## src/rtl/core/amf_ram.sv

```systemverilog
// amf_ram: generic single write port, single read port ram with registered read
// no dependencies
module amf_ram #(
  parameter int WIDTH = 32,
  parameter int DEPTH = 64
) (
  input  logic                     clk,
  input  logic                     wr_en,
  input  logic [$clog2(DEPTH)-1:0] wr_addr,
  input  logic [WIDTH-1:0]         wr_data,
  input  logic [$clog2(DEPTH)-1:0] rd_addr,
  output logic [WIDTH-1:0]         rd_data
);

  logic [WIDTH-1:0] mem [DEPTH];

  always_ff @(posedge clk) begin
    if (wr_en) begin
      mem[wr_addr] <= wr_data;
    end
    rd_data <= mem[rd_addr];
  end

endmodule

```

## config.mk

```make
export PLATFORM = sky130hd
export DESIGN_NAME = amf_ram
export DESIGN_NICKNAME = d
export VERILOG_FILES = /design/src/rtl/core/amf_ram.sv
export SDC_FILE = /design/constraint.sdc
export NUM_CORES = 2
export LEC_CHECK = 0
export BUFFER_PORTS_ARGS = -buffer_cell sky130_fd_sc_hd__buf_2
export CORE_MARGIN = 4
export CORE_UTILIZATION = 50
export DETAILED_ROUTE_END_ITERATION = 7
export PLACE_DENSITY = 0.65
export SYNTH_ARGS = -nofsm -noshare
export SYNTH_HDL_FRONTEND = slang
export SYNTH_SLANG_ARGS = --single-unit
export TNS_END_PERCENT = 30
```

## constraint.sdc

```tcl
create_clock -name clk -period 4.3 [get_ports clk]
set_input_delay 0.215 -clock clk [delete_from_list [all_inputs] [get_ports clk]]
set_output_delay 0.215 -clock clk [all_outputs]
set_load 0.05 [all_outputs]
```

* After elaboration in Yosys (flattened, before gate mapping) *
Memories as Yosys holds them, arrays and structs flattened. A register that Yosys moved wholly into a read port is not among the register bits.
Cells that the tools add are included.

operators by class
  add/subtract/negate cells = 0
  $mul = 0
  divide/modulo/power cells = 0
  magnitude comparators = 0
  eq/ne operators = 0
  shift-type cells = 0
  muxes and demuxes = 2
  bitwise operators = 0
  reduce and logical (&&, ||, !) cells = 0

operators with widths
  operator  number
  $mux W1   2

word-level totals
  register bits after elaboration = 0
  latch bits = 0
  memory bits (writable) = 2048
  bits in read-only memories = 0
  bits of input ports = 46
  output and inout port bits = 32
  logic and storage cells = 3
  memories kept = 1

memories
  name  depth  bits a word  rd ports  clocked after Yosys merged registers in  write ports  RTL line  text
  mem   64     32           1         1                                        1            15        logic [WIDTH-1:0] mem [DEPTH];

* Logic depth before layout (Yosys ltp) *
  depth after elaboration = 2
  depth in mapped cells = 10
  depth with buffers taken out = 5

* Least setup slack after synthesis *
OpenSTA, ideal clock, no wires.

  path kind = input to register
  from = input wr_addr[3]
  to = memory mem[48][0], enable pin
  library setup time = 0.461 ns
  arrival = 2.914 ns
  data required time = 3.839 ns
  slack = 0.925 ns
  cell stages on the path = 4
  buffers on the path = 1
  cell sequence = clkbuf_1 > nor2b_1 > nand4b_1 > nor3_1

RTL lines
  item         RTL line  text
  from (decl)  9         input logic [$clog2(DEPTH)-1:0] wr_addr,
  to (decl)    15

Straight into the memory's write port.

==> summary.txt <==
Status
  – Status: finished, final reports clean

Yosys
  – Asr flop ratio synth: 0
  – Avg Cell Area, Syn: 23.62 um2
  – Synth Instances: 3324
  – Register area share after synthesis: 0.7914
  – Syn Nets: 3370
  – Syn Std Cell Area: 78520 um2
  – Top FF cell, synth: edfxtp_1
  – Seq cells post-synth: 2080
  – Post-synth cell types: 34
  – Post-synth EDFFs: 2048
  – YS warnings: 0

GRT
  – Gr ovfl total: 0
  – Initial antenna violation count: 14
  – Most Crowded Layer GR: met2
  – GR Util All Layers: 0.2344
  – Met1 usage: 0.3502
  – Pin count of the biggest net entering global routing: 75
  – Met2 Usage GRT: 0.3650
  – Vias in the first global route: 37288
  – Met3 Track Usage GR: 0.03855
  – First-pass GRT wire length: 273.1 mm

Clock tree
  – H-tree depth: 4
  – Num Clock Sinks: 2080
  – CTS Buf Count: 203
  – CTS tree: done
  – Maximum root-to-sink buffer count: 3
  – CTS Hold Bufs: 1
  – Worst-path clk slew: 60 ps
  – Clk_lat worst skew: 820 ps
  – CTS Root Cell: clkbuf_16
  – Post-CTS setup buffers: 0
  – Post-cts repair resize count: 0

Critical path
  – Critical Path Source: rd_addr[4]
  – Reg2reg path depth: 4
  – FF-to-FF Start: mem[15][27]$_DFFE_PP_
  – Largest fanout on the critical path: 22
  – CP cell instances: dlygate4sd3_1, buf_2, buf_4, or2_1, buf_4, a311oi_1, nor3_1
  – Critical Path Sink Type: flip-flop
  – Cell family with most CP delay: buffers and inverters
  – CP bufs+invs: 4
  – CP max stage cell: a311oi_1
  – R2r setup slk: 2120 ps
  – Reg2reg end: rd_data[27]$_DFF_P_
  – CP Class: input port to flip-flop
  – Worst EP required: 4960 ps
  – WP data arrival: 3190 ps
  – CP Launch Type: input port
  – Most used cell, CP: buf_4
  – Crit path largest cell delay: 790 ps

Floorplanning
  – Starting Density: 0.5026
  – Die X: 404.3 um
  – DIE AREA: 163400 um2
  – # IOs: 78
  – Die Y: 404.3 um
  – Core ar.: 156200 um2
  – Row Count: 145

Job
  – Max cap viols: 0

Power and ir drop
  – PD cells: 473.5 nW/um2
  – Leak: 27.84 nW
  – Overall power: 0.04225 W
  – Peak supply drop: 0.3769 mV

Drt
  – WL/cell: 32.39 um
  – Routed via count: 36610
  – DRC: 0
  – Vias/cell: 6.282
  – TritonRoute pass-1 iters: 5
  – Post-Route WL: 188.8 mm
  – Routed Antenna Nets: 0
  – Iteration-0 DRC Markers: 4637

Finish
  – Nets@finish: 3640
  – Final Non-Filler Cells: 5828
  – Area of the multi-input gates: 15970 um2
  – Fill cells: 11185
  – Register area: 62140 um2
  – Synthesis-to-finish area growth: 13.64%
  – Finished Core Util: 0.5712
  – Final Instance Area: 89230 um2
  – Layout cells sized above 1: 0.3040

Place
  – Inst Count DP: 5446
  – Area post-placement: 82610 um2
  – DP Wirelength: 109.3 mm
  – IO Port Bufs: 77
  – GP Congestion: 0.7883

STA
  – RSZ-0062 raised after global routing: false
  – Fin. max-slew vios: 0
  – Fin crit period: 2526 ps
  – Fin Setup TNS: 0 ps
  – Hold Fails Final Rpt: 0
  – Final Cycle Share: 0.5876
  – Final setup violation count: 0
  – Worst Tran Pin Value: 1250 ps
  – FMAX: 0.3958 GHz
  – Fin Clk Skew: 24.92 ps
  – Max-slew headroom: 0.1670

Min path
  – Hold depth: 2
  – Min-delay src: wr_data[29]
  – Hold path endpoint: mem[36][29]$_DFFE_PP_
  – Hold crit path type: input port to flip-flop
-- flip-flops by register name, indices dropped and copies added (netlist names) --
register	count
mem	2048
rd_data	32
-- layout make-up --
class / instances / area share
Clock buffer: 276 / 0.06347
Timing Repair Buffer: 247 / 0.02172
Tap cell: 2058 / 0.02886
Multi-Input combinational cell: 1062 / 0.1790
Clock inverter: 98 / 0.01038
Sequential cell: 2080 / 0.6964
Antenna cell: 7 / 0.0001963
-- layer usage --
metal  wire length (um)  part of all wire
met1              79030              0.42
met2              90660              0.48
met3              14260             0.076
met4               4827             0.026
met5                 23           0.00012
-- where the power goes --
| part | internal [W] | switching, W |
|---|---|---|
| combinational | 0.000769 | 0.00138 |
| clock | 0.0102 | 0.00736 |
| sequential | 0.0225 | 0.0000891 |
-- worst register-to-register path, cell delays in order, from the launching register on --
cell,delay [ps]
edfxtp_1,360
mux4_2,470
mux4_2,550
o22ai_1,560
nor2_1,110
-- cells in the final DEF (no fill, tap or decap), drive strengths merged, types with 2 or more instances in the layout --
master and n:
a21oi 62, a22oi 12, a311oi 8, a41o 4
and2 2, and3 4, buf 246, bufinv 17
clkbuf 276, clkinv 69, clkinvlp 7, dfxtp 32
diode 7, edfxtp 2048, inv 5, mux2i 93
mux4 544, nand2 26, nand2b 8, nand3 5
nand3b 5, nand4 2, nor2 137, nor2b 15
nor3 7, o221ai 27, o22ai 84, o32ai 4
or2 3, or3 3, or3b 5
-- per-stage QoR --
stage / worst slack [ps] / hold slack, ps
detailed placement: 892.4 / 689.1
CTS: 1760 / 13.29
global placement: 882.1 / 694.3
floorplan: 925.2 / 313.9
finish: 1774 / 49.18
global route: 1698 / 48.35
-- cells by family (layout without fill, tap and decap cells) --
family          Yosys count  after routing  synth area share
flops                  2080           2080            0.7914
mux                     637            637            0.1679
simple gates            223            223           0.01265
compound gates          202            202           0.01673
buf+inv                 182            621           0.01128
other cells               0              7                 0
-- cell usage after synthesis (8+ instances only) --
library cell	n	area, um2
nor2b_1	15	93.84
o22ai_1	84	525.5
buf_1	21	78.83
a22oi_1	12	90.09
buf_2	57	285.3
a311oi_1	8	70.07
clkbuf_1	74	277.8
nand2b_1	8	50.05
a21oi_1	62	310.3
buf_4	25	187.7
mux2i_1	93	930.9
o221ai_1	27	236.5
edfxtp_1	2048	61500
nand2_1	26	97.59
dfxtp_1	32	640.6
mux4_2	544	12250
nor2_1	137	514.2
-- worst max-delay path by stage --
stage / endpoint / slack, ps / cells past startpoint
global placement: rd_data[24]$_DFF_P_ / 880 / 7
finish: rd_data[4]$_DFF_P_ / 1770 / 7
floorplan: mem[48][0]$_DFFE_PP_ / 930 / 4
global route: rd_data[8]$_DFF_P_ / 1700 / 8
CTS: rd_data[24]$_DFF_P_ / 1760 / 7
detailed placement: rd_data[24]$_DFF_P_ / 890 / 7
(Power assumes the default switching activity.)
